[config.mk]
export PLATFORM = sky130hd
export DESIGN_NAME = unsorted_list_table_unit
export DESIGN_NICKNAME = d
export VERILOG_FILES = /design/src/hw/rtl/ult_pkg.sv /design/src/hw/rtl/unsorted_list_table_unit.sv /design/src/hw/rtl/ult_mem.sv /design/src/hw/rtl/ult_ctrl.sv
export VERILOG_INCLUDE_DIRS = /design/src /design/src/hw/rtl
export SDC_FILE = /design/constraint.sdc
export NUM_CORES = 1
export LEC_CHECK = 0
export BUFFER_PORTS_ARGS = -buffer_cell sky130_fd_sc_hd__buf_2
export CAP_MARGIN = 10
export CORE_ASPECT_RATIO = 0.9
export CORE_MARGIN = 5
export CORE_UTILIZATION = 50
export DETAILED_ROUTE_END_ITERATION = 7
export PLACE_DENSITY = 0.76
export SETUP_SLACK_MARGIN = 0.5
export SYNTH_ARGS = -nofsm -noshare
export SYNTH_HDL_FRONTEND = slang
export SYNTH_SLANG_ARGS = --single-unit
export TNS_END_PERCENT = 1
[constraint.sdc]
create_clock -name clk -period 9.05 [get_ports clk]
set_input_delay 1.3575 -clock clk [delete_from_list [all_inputs] [get_ports clk]]
set_output_delay 1.3575 -clock clk [all_outputs]
set_load 0.03 [all_outputs]
[src/hw/rtl/unsorted_list_table_unit_macros.svh]
// ----------------------------------------------------------------------------
// Assertion macros for the unsorted list table unit
// Clocked property checks that disappear when SYNTHESIS is defined.
// ----------------------------------------------------------------------------
`ifndef UNSORTED_LIST_TABLE_UNIT_MACROS_SVH
`define UNSORTED_LIST_TABLE_UNIT_MACROS_SVH

`ifndef SYNTHESIS

// Checked only outside reset.
`define ULT_ASSERT(lbl, prop, msg) \
    lbl: assert property (@(posedge clk) disable iff (!rst_n) prop) else $error(msg);

// Checked at every edge, reset included.
`define ULT_ASSERT_ALWAYS(lbl, prop, msg) \
    lbl: assert property (@(posedge clk) prop) else $error(msg);

`else

`define ULT_ASSERT(lbl, prop, msg)
`define ULT_ASSERT_ALWAYS(lbl, prop, msg)

`endif

`endif

[src/hw/rtl/ult_pkg.sv]
// ----------------------------------------------------------------------------
// ult_pkg
// Sizes, status codes and shared types of the unsorted list table unit.
// ----------------------------------------------------------------------------
package ult_pkg;

    localparam int CAPACITY = 16;
    localparam int VALUE_W  = 32;
    localparam int COUNT_W  = 5;
    localparam int STATUS_W = 2;
    localparam int IDX_W    = (CAPACITY > 1) ? $clog2(CAPACITY) : 1;

    localparam logic OP_INSERT = 1'b0;
    localparam logic OP_DELETE = 1'b1;

    localparam logic [STATUS_W-1:0] ST_INSERTED = 2'd0;
    localparam logic [STATUS_W-1:0] ST_FULL     = 2'd1;
    localparam logic [STATUS_W-1:0] ST_DELETED  = 2'd2;
    localparam logic [STATUS_W-1:0] ST_MISSING  = 2'd3;

    typedef struct packed {
        logic               we;
        logic [IDX_W-1:0]   waddr;
        logic [VALUE_W-1:0] wdata;
        logic [IDX_W-1:0]   raddr;
    } mem_req_t;

    typedef struct packed {
        logic [STATUS_W-1:0] status;
        logic [COUNT_W-1:0]  count;
    } res_t;

endpackage

[src/hw/rtl/unsorted_list_table_unit.sv]
// ----------------------------------------------------------------------------
// unsorted_list_table_unit
// Bounded unsorted table of signed values with swap-on-delete.
// ----------------------------------------------------------------------------
// One operation is taken at a time and answered by exactly one result beat.
// During a delete the entries below the count are compared one per cycle
// through the single read port of the entry memory, lowest index first, and
// a match costs one more read of the last entry before the swap write. A
// finished result waits in the output register, so the next input beat is
// taken while it is still stalled.
module unsorted_list_table_unit
    import ult_pkg::*;
(
    input  logic                       clk,
    input  logic                       rst_n,
    input  logic                       in_valid,
    output logic                       in_stall,
    input  logic                       op,
    input  logic signed [VALUE_W-1:0]  value,
    output logic                       out_valid,
    input  logic                       out_stall,
    output logic        [STATUS_W-1:0] status,
    output logic        [COUNT_W-1:0]  count,
    output logic                       full_res,
    output logic                       empty_res
);

    mem_req_t           mem_req;
    logic [VALUE_W-1:0] rdata;
    logic               res_ready;
    logic               res_valid;
    res_t               res;

    logic               out_valid_reg;
    res_t               out_res_reg;

    ult_mem u_mem (
        .clk   (clk),
        .req   (mem_req),
        .rdata (rdata)
    );

    ult_ctrl u_ctrl (
        .clk       (clk),
        .rst_n     (rst_n),
        .in_valid  (in_valid),
        .in_stall  (in_stall),
        .op        (op),
        .value     (value),
        .res_ready (res_ready),
        .res_valid (res_valid),
        .res       (res),
        .mem_req   (mem_req),
        .rdata     (rdata)
    );

    assign res_ready = !out_valid_reg || !out_stall;

    always_ff @(posedge clk or negedge rst_n)
    begin
        if (!rst_n)
        begin
            out_valid_reg <= 1'b0;
        end
        else if (res_valid)
        begin
            out_valid_reg <= 1'b1;
        end
        else if (!out_stall)
        begin
            out_valid_reg <= 1'b0;
        end
    end

    always_ff @(posedge clk)
    begin
        if (res_valid)
        begin
            out_res_reg <= res;
        end
    end

    assign out_valid = out_valid_reg;
    assign status    = out_res_reg.status;
    assign count     = out_res_reg.count;
    assign full_res  = (out_res_reg.count == COUNT_W'(CAPACITY));
    assign empty_res = (out_res_reg.count == '0);

endmodule

[src/hw/rtl/ult_mem.sv]
// ----------------------------------------------------------------------------
// ult_mem
// Entry storage: one write port and one read port with registered read data.
// ----------------------------------------------------------------------------
module ult_mem
    import ult_pkg::*;
(
    input  logic               clk,
    input  mem_req_t           req,
    output logic [VALUE_W-1:0] rdata
);

    logic [VALUE_W-1:0] entries_reg [CAPACITY];
    logic [VALUE_W-1:0] rdata_reg;

    always_ff @(posedge clk)
    begin
        if (req.we)
        begin
            entries_reg[req.waddr] <= req.wdata;
        end
        rdata_reg <= entries_reg[req.raddr];
    end

    assign rdata = rdata_reg;

endmodule

[src/hw/rtl/ult_ctrl.sv]
// ----------------------------------------------------------------------------
// ult_ctrl
// Operation sequencer: appends on insert, scans and swaps on delete.
// ----------------------------------------------------------------------------
`include "unsorted_list_table_unit_macros.svh"

module ult_ctrl
    import ult_pkg::*;
(
    input  logic                      clk,
    input  logic                      rst_n,
    input  logic                      in_valid,
    output logic                      in_stall,
    input  logic                      op,
    input  logic signed [VALUE_W-1:0] value,
    input  logic                      res_ready,
    output logic                      res_valid,
    output res_t                      res,
    output mem_req_t                  mem_req,
    input  logic        [VALUE_W-1:0] rdata
);

    localparam logic [1:0] S_IDLE = 2'd0;
    localparam logic [1:0] S_SCAN = 2'd1;
    localparam logic [1:0] S_MOVE = 2'd2;
    localparam logic [1:0] S_DONE = 2'd3;

    logic [1:0]          state_reg,  state_next;
    logic [COUNT_W-1:0]  count_reg,  count_next;
    logic [IDX_W-1:0]    idx_reg,    idx_next;
    logic [IDX_W-1:0]    hit_reg,    hit_next;
    logic [VALUE_W-1:0]  val_reg,    val_next;
    logic [STATUS_W-1:0] status_reg, status_next;

    logic [COUNT_W-1:0] count_dec;
    logic [IDX_W-1:0]   last_idx;
    logic               accept;

    assign count_dec = count_reg - COUNT_W'(1);
    assign last_idx  = count_dec[IDX_W-1:0];
    assign in_stall  = (state_reg != S_IDLE);
    assign accept    = in_valid && !in_stall;

    always_comb
    begin
        state_next    = state_reg;
        count_next    = count_reg;
        idx_next      = idx_reg;
        hit_next      = hit_reg;
        val_next      = val_reg;
        status_next   = status_reg;
        mem_req       = '0;
        res_valid     = 1'b0;

        case (state_reg)
            S_IDLE:
            begin
                if (accept)
                begin
                    val_next = $unsigned(value);
                    if (op == OP_INSERT)
                    begin
                        if (count_reg >= COUNT_W'(CAPACITY))
                        begin
                            status_next = ST_FULL;
                        end
                        else
                        begin
                            mem_req.we    = 1'b1;
                            mem_req.waddr = count_reg[IDX_W-1:0];
                            mem_req.wdata = $unsigned(value);
                            count_next    = count_reg + COUNT_W'(1);
                            status_next   = ST_INSERTED;
                        end
                        state_next = S_DONE;
                    end
                    else if (count_reg == '0)
                    begin
                        status_next = ST_MISSING;
                        state_next  = S_DONE;
                    end
                    else
                    begin
                        mem_req.raddr = '0;
                        idx_next      = '0;
                        state_next    = S_SCAN;
                    end
                end
            end

            S_SCAN:
            begin
                // Read data here belongs to idx_reg; the next address is issued meanwhile.
                if (rdata == val_reg)
                begin
                    mem_req.raddr = last_idx;
                    hit_next      = idx_reg;
                    state_next    = S_MOVE;
                end
                else if (idx_reg == last_idx)
                begin
                    status_next = ST_MISSING;
                    state_next  = S_DONE;
                end
                else
                begin
                    idx_next      = idx_reg + IDX_W'(1);
                    mem_req.raddr = idx_reg + IDX_W'(1);
                end
            end

            S_MOVE:
            begin
                mem_req.we    = 1'b1;
                mem_req.waddr = hit_reg;
                mem_req.wdata = rdata;
                count_next    = count_dec;
                status_next   = ST_DELETED;
                state_next    = S_DONE;
            end

            S_DONE:
            begin
                res_valid = res_ready;
                if (res_ready)
                begin
                    state_next = S_IDLE;
                end
            end

            default:
            begin
                state_next = S_IDLE;
            end
        endcase
    end

    assign res = '{status: status_reg, count: count_reg};

    always_ff @(posedge clk or negedge rst_n)
    begin
        if (!rst_n)
        begin
            state_reg <= S_IDLE;
            count_reg <= '0;
        end
        else
        begin
            state_reg <= state_next;
            count_reg <= count_next;
        end
    end

    always_ff @(posedge clk)
    begin
        idx_reg    <= idx_next;
        hit_reg    <= hit_next;
        val_reg    <= val_next;
        status_reg <= status_next;
    end

    `ULT_ASSERT(a_count_bound, count_reg <= COUNT_W'(CAPACITY), "count above capacity")
    `ULT_ASSERT(a_scan_in_range, (state_reg == S_SCAN) |-> (COUNT_W'(idx_reg) < count_reg), "scan index past count")
    `ULT_ASSERT(a_move_drops_count, (state_reg == S_MOVE) |=> (count_reg == COUNT_W'($past(count_reg) - COUNT_W'(1))), "swap did not drop count")
    `ULT_ASSERT(a_write_state, mem_req.we |-> ((state_reg == S_IDLE) || (state_reg == S_MOVE)), "entry write outside insert or swap")

endmodule

Word level (Yosys, flattened, before mapping). Memories as Yosys holds them, arrays and structs flattened. A register that Yosys moved wholly into a read port is not among the register bits. Cells that the tools add are included.

Add/sub/neg operators: 3. Order comparisons: 1. Equal/unequal tests: 18. Muxes and demuxes: 35. Reduce and logical (&&, ||, !) cells: 18.

Operators with widths (count): $mux W37 (2); $pmux W37 S2 (1); $mux W41 (1); $eq A32 B32 Y1 (1); $mux W4 (7); $mux W2 (10); $pmux W4 S2 (2); $mux W5 (3); $ne A2 B2 Y1 const B (6); $logic_not A5 Y1 (2); $pmux W5 S2 (1); $ne A2 B1 Y1 const B (4); $pmux W2 S4 (1); $mux W1 (6); $pmux W2 S3 (1); $reduce_and A6 Y1 (1); $reduce_bool A2 Y1 (3); $add A5 B1 Y5 const B (1); $eq A5 B5 Y1 const B (1); $ge A5 B5 Y1 const B (1); $reduce_and A5 Y1 (1); $sub A5 B1 Y5 const B (1); $add A4 B1 Y4 const B (1); $eq A2 B2 Y1 const B (2); 12 further kinds (15).

Register bits after elaboration: 57. Memory bits (writable): 512. Input bits: 37. Output and inout bits: 11. Word-level logic and storage cells: 85. Memories: 1.

Memory list: u_mem.entries_reg (words 16, bits a word 32, rd ports 1, clocked after Yosys merged registers in 1, write ports 1, line ult_mem.sv:13) `logic [VALUE_W-1:0] entries_reg [CAPACITY];`.

Depth between registers and ports, before layout.
Depth after elaboration: 7. Depth in mapped cells: 13. Depth with buffers taken out: 10.

Cells and area by module. From an unflattened synthesis, not the netlist that was laid out.

Cell total of the unflattened synthesis: 1075. Area, all modules: 22881.9 um^2.

Modules (own cells, without submodules): ult_mem (times used 1, cells each 838, area each 19835.3 um^2, seq. area each 16015.4 um^2); ult_ctrl (times used 1, cells each 224, area each 2781.4 um^2, seq. area each 1436.4 um^2); unsorted_list_table_unit (times used 1, cells each 13, area each 265.3 um^2, seq. area each 235.2 um^2).

Worst setup path before layout. Ideal clock, no wire load.

Path type: input to register. From: input in_valid. To: memory u_mem.entries_reg[0][0] (enable). Library setup time: 0.461 ns. Arrival time: 5.325 ns. Required time: 8.589 ns. Path slack: 3.264 ns. Stages: 5. Path buffers: 1. Path through: and2_1 > nor3b_1 > clkbuf_1 > nor2_1 > nor3_1.

Cells in the longest elaborated chain, start to end: 5.

RTL lines: start, declared (line unsorted_list_table_unit.sv:16) `input logic in_valid,`; $logic_and A1 B1 Y1 * (line ult_ctrl.sv:42) `assign accept = in_valid && !in_stall;`; $mux W41 * (line ult_ctrl.sv:58) `if (accept)`; $pmux W37 S2 * (line ult_ctrl.sv:55) `case (state_reg)`; $mux W1 (line ult_mem.sv:18) `if (req.we)`; $mux W1 (implied by the code) (line ult_mem.sv:20) `entries_reg[req.waddr] <= req.wdata;`; end, declared (line ult_mem.sv:13).

Every way passes the cells marked *; elsewhere a longest branch is shown, timed or not.

Worst setup path in the final report.
From: register u_ctrl.val_reg[11]. To: register u_mem.rdata_reg[29] (netlist: u_mem.rdata[29]) (read register of u_mem.entries_reg).

Cells in the longest elaborated chain, start to end: 3.

RTL lines: start, declared (line ult_ctrl.sv:32) `logic [VALUE_W-1:0] val_reg, val_next;`; start signal, assigned (line ult_ctrl.sv:158) `val_reg <= val_next;`; $eq A32 B32 Y1 (line ult_ctrl.sv:94) `if (rdata == val_reg)`; $mux W4 (line ult_ctrl.sv:94); $pmux W4 S2 (line ult_ctrl.sv:55); end, declared (line ult_mem.sv:14) `logic [VALUE_W-1:0] rdata_reg;`.

No other way between the ends. A chain may end at the register's enable or synchronous reset.

==> reports/results.tsv <==
stage	metric	value	unit
final_layout	fillers	3488	
critical_path	critical path type	register to register	
global_route	vias in the first global route	13133	
floorplanning	Die X	238	um
global_route	pin count of the biggest net entering global routing	194	
yosys	Syn Nets	1494	
job	max cap viols	0	
timing	pin slew with the least headroom to its limit	1290	ps
timing	Slew headroom	13.8	%
drt	DRC viols	0	
floorplanning	Die Height	215	um
clock_tree	Clock Latency Late Sink	630	ps
clock_tree	number of gates resized after CTS	0	
placed_design	GP Congestion	0.820	
floorplanning	num ports	48	
drt	vias per cell	6.14	
placed_design	DPL Wire Length	30200	um
timing	fin crit period	5000	ps
timing	skew final	30.6	ps
floorplanning	Core Region	46500	um2
clock_tree	Longest Clk Path Bufs	3	
yosys	Post-synth top flop	edfxtp_1	
placed_design	port buffer count	47	
worst_hold_path	Hold Path Class	register to register	
yosys	register area share after synthesis	75.5	%
global_route	initial antenna violation count	0	
clock_tree	CTS sink count	601	
yosys	post-synthesis cell area	23400	um2
final_layout	area of the multi-input gates	5400	um2
final_layout	# diodes	0	
critical_path	Setup crit end kind	register	
clock_tree	clock-pin slew on the worst setup and hold paths	60	ps
critical_path	Max FO, Critical Path	36	
floorplanning	Initial Util	50.4	%
clock_tree	total CTS buffers	56	
drt	Routed WL	55100	um
drt	1st-pass router iterations	6	
power	Peak VDD IR	0.403	mV
final_layout	most frequent cells in the layout	edfxtp_1 (561), nand2_1 (275), a32oi_1 (131), mux2i_1 (130), clkbuf_16 (56)	
yosys	Distinct cells, synth	46	
clock_tree	post-CTS setup buffers	0	
yosys	Post-synth EDFFs	561	
final_layout	register area	17700	um2
drt	Post-DRT Antenna Nets	0	
clock_tree	clk root buf	clkbuf_16	
power	pwr dens	342	nW/um2
timing	Max Transition Viols Final	0	
clock_tree	hold buffers post-CTS	0	
timing	Fin. Hold Viols	0	
drt	via count	13256	
drt	Routed WL per cell	25.5	um
timing	unrepaired setup endpoints after global routing	false	
timing	Setup TNS	0	ps
final_layout	area growth from synthesis to layout	11.7	%
yosys	Syn. warnings	0	
clock_tree	htree depth	2	
yosys	post-synthesis cell count	1450	
power	Power Total	8940	uW
floorplanning	die footprint	51300	um2
global_route	Overflow after GRT	0	
drt	initial DRC count	1437	
timing	Period Utilization, post-route	55.2	%
final_layout	commonest non-fill, non-tap cell in the layout	edfxtp_1	
critical_path	WP data required	9540	ps
critical_path	Worst Path Arrival	5490	ps
final_layout	layout cells sized above 1	12.4	%
yosys	ys async rst share	1.33	%
clock_tree	CTS tree	done	
timing	final setup violation count	0	
status	outcome	complete, no violations	
timing	Fmax achieved	200	MHz
yosys	#FFs+latches synth	601	
final_layout	Final Net Count	1543	
critical_path	crit path launch type	register	
yosys	Post-Syn Area per Cell	16.2	um2
final_layout	max FFs per register	512	
global_route	gr usage total	21.1	%
power	leakage	0.00930	uW
floorplanning	row count	75	
global_route	first-pass GRT wire length	82600	um
-- layer usage --
layer | track usage (%) | share of wire [%] | up-vias
li1 | - | - | 5748
met1 | 30.3 | 41 | 6709
met2 | 32.2 | 46 | 698
met3 | 5.35 | 10 | 99
met4 | 6.39 | 2.8 | 2
met5 | 1.70 | 0.22 | -
-- where the power goes --
| group | switching [uW] | leakage [uW] | internal, uW |
|---|---|---|---|
| Combinational | 1810 | 0.00284 | 861 |
| Clock | 999 | 0.000886 | 1330 |
| Sequential | 199 | 0.00557 | 3740 |
-- cell type report --
type,instances,share of cell area [%]
sequential,601,67.6
multi-input combinational,758,20.6
clock buffer,72,5.66
tap,616,2.95
timing repair buffer,75,1.80
clock inverter,31,1.26
inverter,7,0.100
-- worst max-delay path, cell delays in order (launching register included) --
cell and delay [ps]:
edfxtp_1 380, xnor2_1 320, nand4_1 270, nor4_1 570, nand2_1 650, mux2i_4 410
buf_4 360, nor3_4 940, buf_4 460, a32oi_1 220, and4_1 260
-- through the flow --
step	instances	hold slack, ps	instance area, um2	util, %	setup slack (ps)
4_1_cts	2158	421	26100	56.3	4320
5_1_grt	2160	421	26200	56.3	3940
6_report	2160	421	26200	56.3	4050
3_5_place_dp	2055	406	24300	52.4	3830
2_1_floorplan	1450	400	23400	-	3260
3_3_place_gp	2055	404	24300	52.4	4040
-- Yosys cell counts, types with 2 or more instances --
cell type,count,area (um2)
buf_6,10,113
buf_4,11,82.6
xnor2_1,36,315
mux2_2,2,22.5
nand2b_1,2,12.5
buf_2,38,190
inv_1,7,26.3
a31oi_1,3,18.8
nor3_2,5,50.1
ha_1,7,87.6
mux2i_1,130,1300
nor4_1,3,18.8
nand3_1,5,25.0
nand2_1,275,1030
a21oi_1,7,35.0
a22o_1,35,307
and2_1,5,31.3
and4_1,32,280
o21ai_0,8,40.0
and3_1,3,18.8
dfrtp_1,8,200
nand4_1,8,50.1
nor2b_1,2,12.5
clkbuf_1,25,93.8
edfxtp_1,561,16800
xor2_1,7,61.3
dfxtp_1,32,641
nor3_1,3,15.0
nor2_1,31,116
mux2i_4,3,67.6
a32oi_1,131,1150
-- kinds of logic (layout without fill, tap and decap cells) --
kind of cell | Yosys count | count (layout) | synth area share (%)
flops | 601 | 601 | 75.5
buf+inv | 91 | 185 | 2.16
fa+ha+maj | 7 | 7 | 0.374
xor+xnor | 45 | 45 | 1.77
mux | 136 | 136 | 6.00
simple gates | 378 | 378 | 7.29
compound gates | 192 | 192 | 6.89
-- path summary, 6_finish.rpt --
path	start	to	slack, ps	depth (start not counted)
setup / recovery	u_ctrl.val_reg[11]$_DFFE_PP_	u_mem.rdata[29]$_DFF_P_	4050	10
hold / removal	u_ctrl.status_reg[0]$_DFFE_PP_	status[0]$_DFFE_PP_	420	0
setup reg to reg	u_ctrl.val_reg[11]$_DFFE_PP_	u_mem.rdata[29]$_DFF_P_	4050	10
hold reg to reg	u_ctrl.status_reg[0]$_DFFE_PP_	status[0]$_DFFE_PP_	420	0
max in group asynchronous	rst_n	u_ctrl.count_reg[1]$_DFFE_PN0P_	8270	1
min in group asynchronous	rst_n	u_ctrl.count_reg[4]$_DFFE_PN0P_	590	1
No activity file was read; power rests on OpenSTA's default activity.
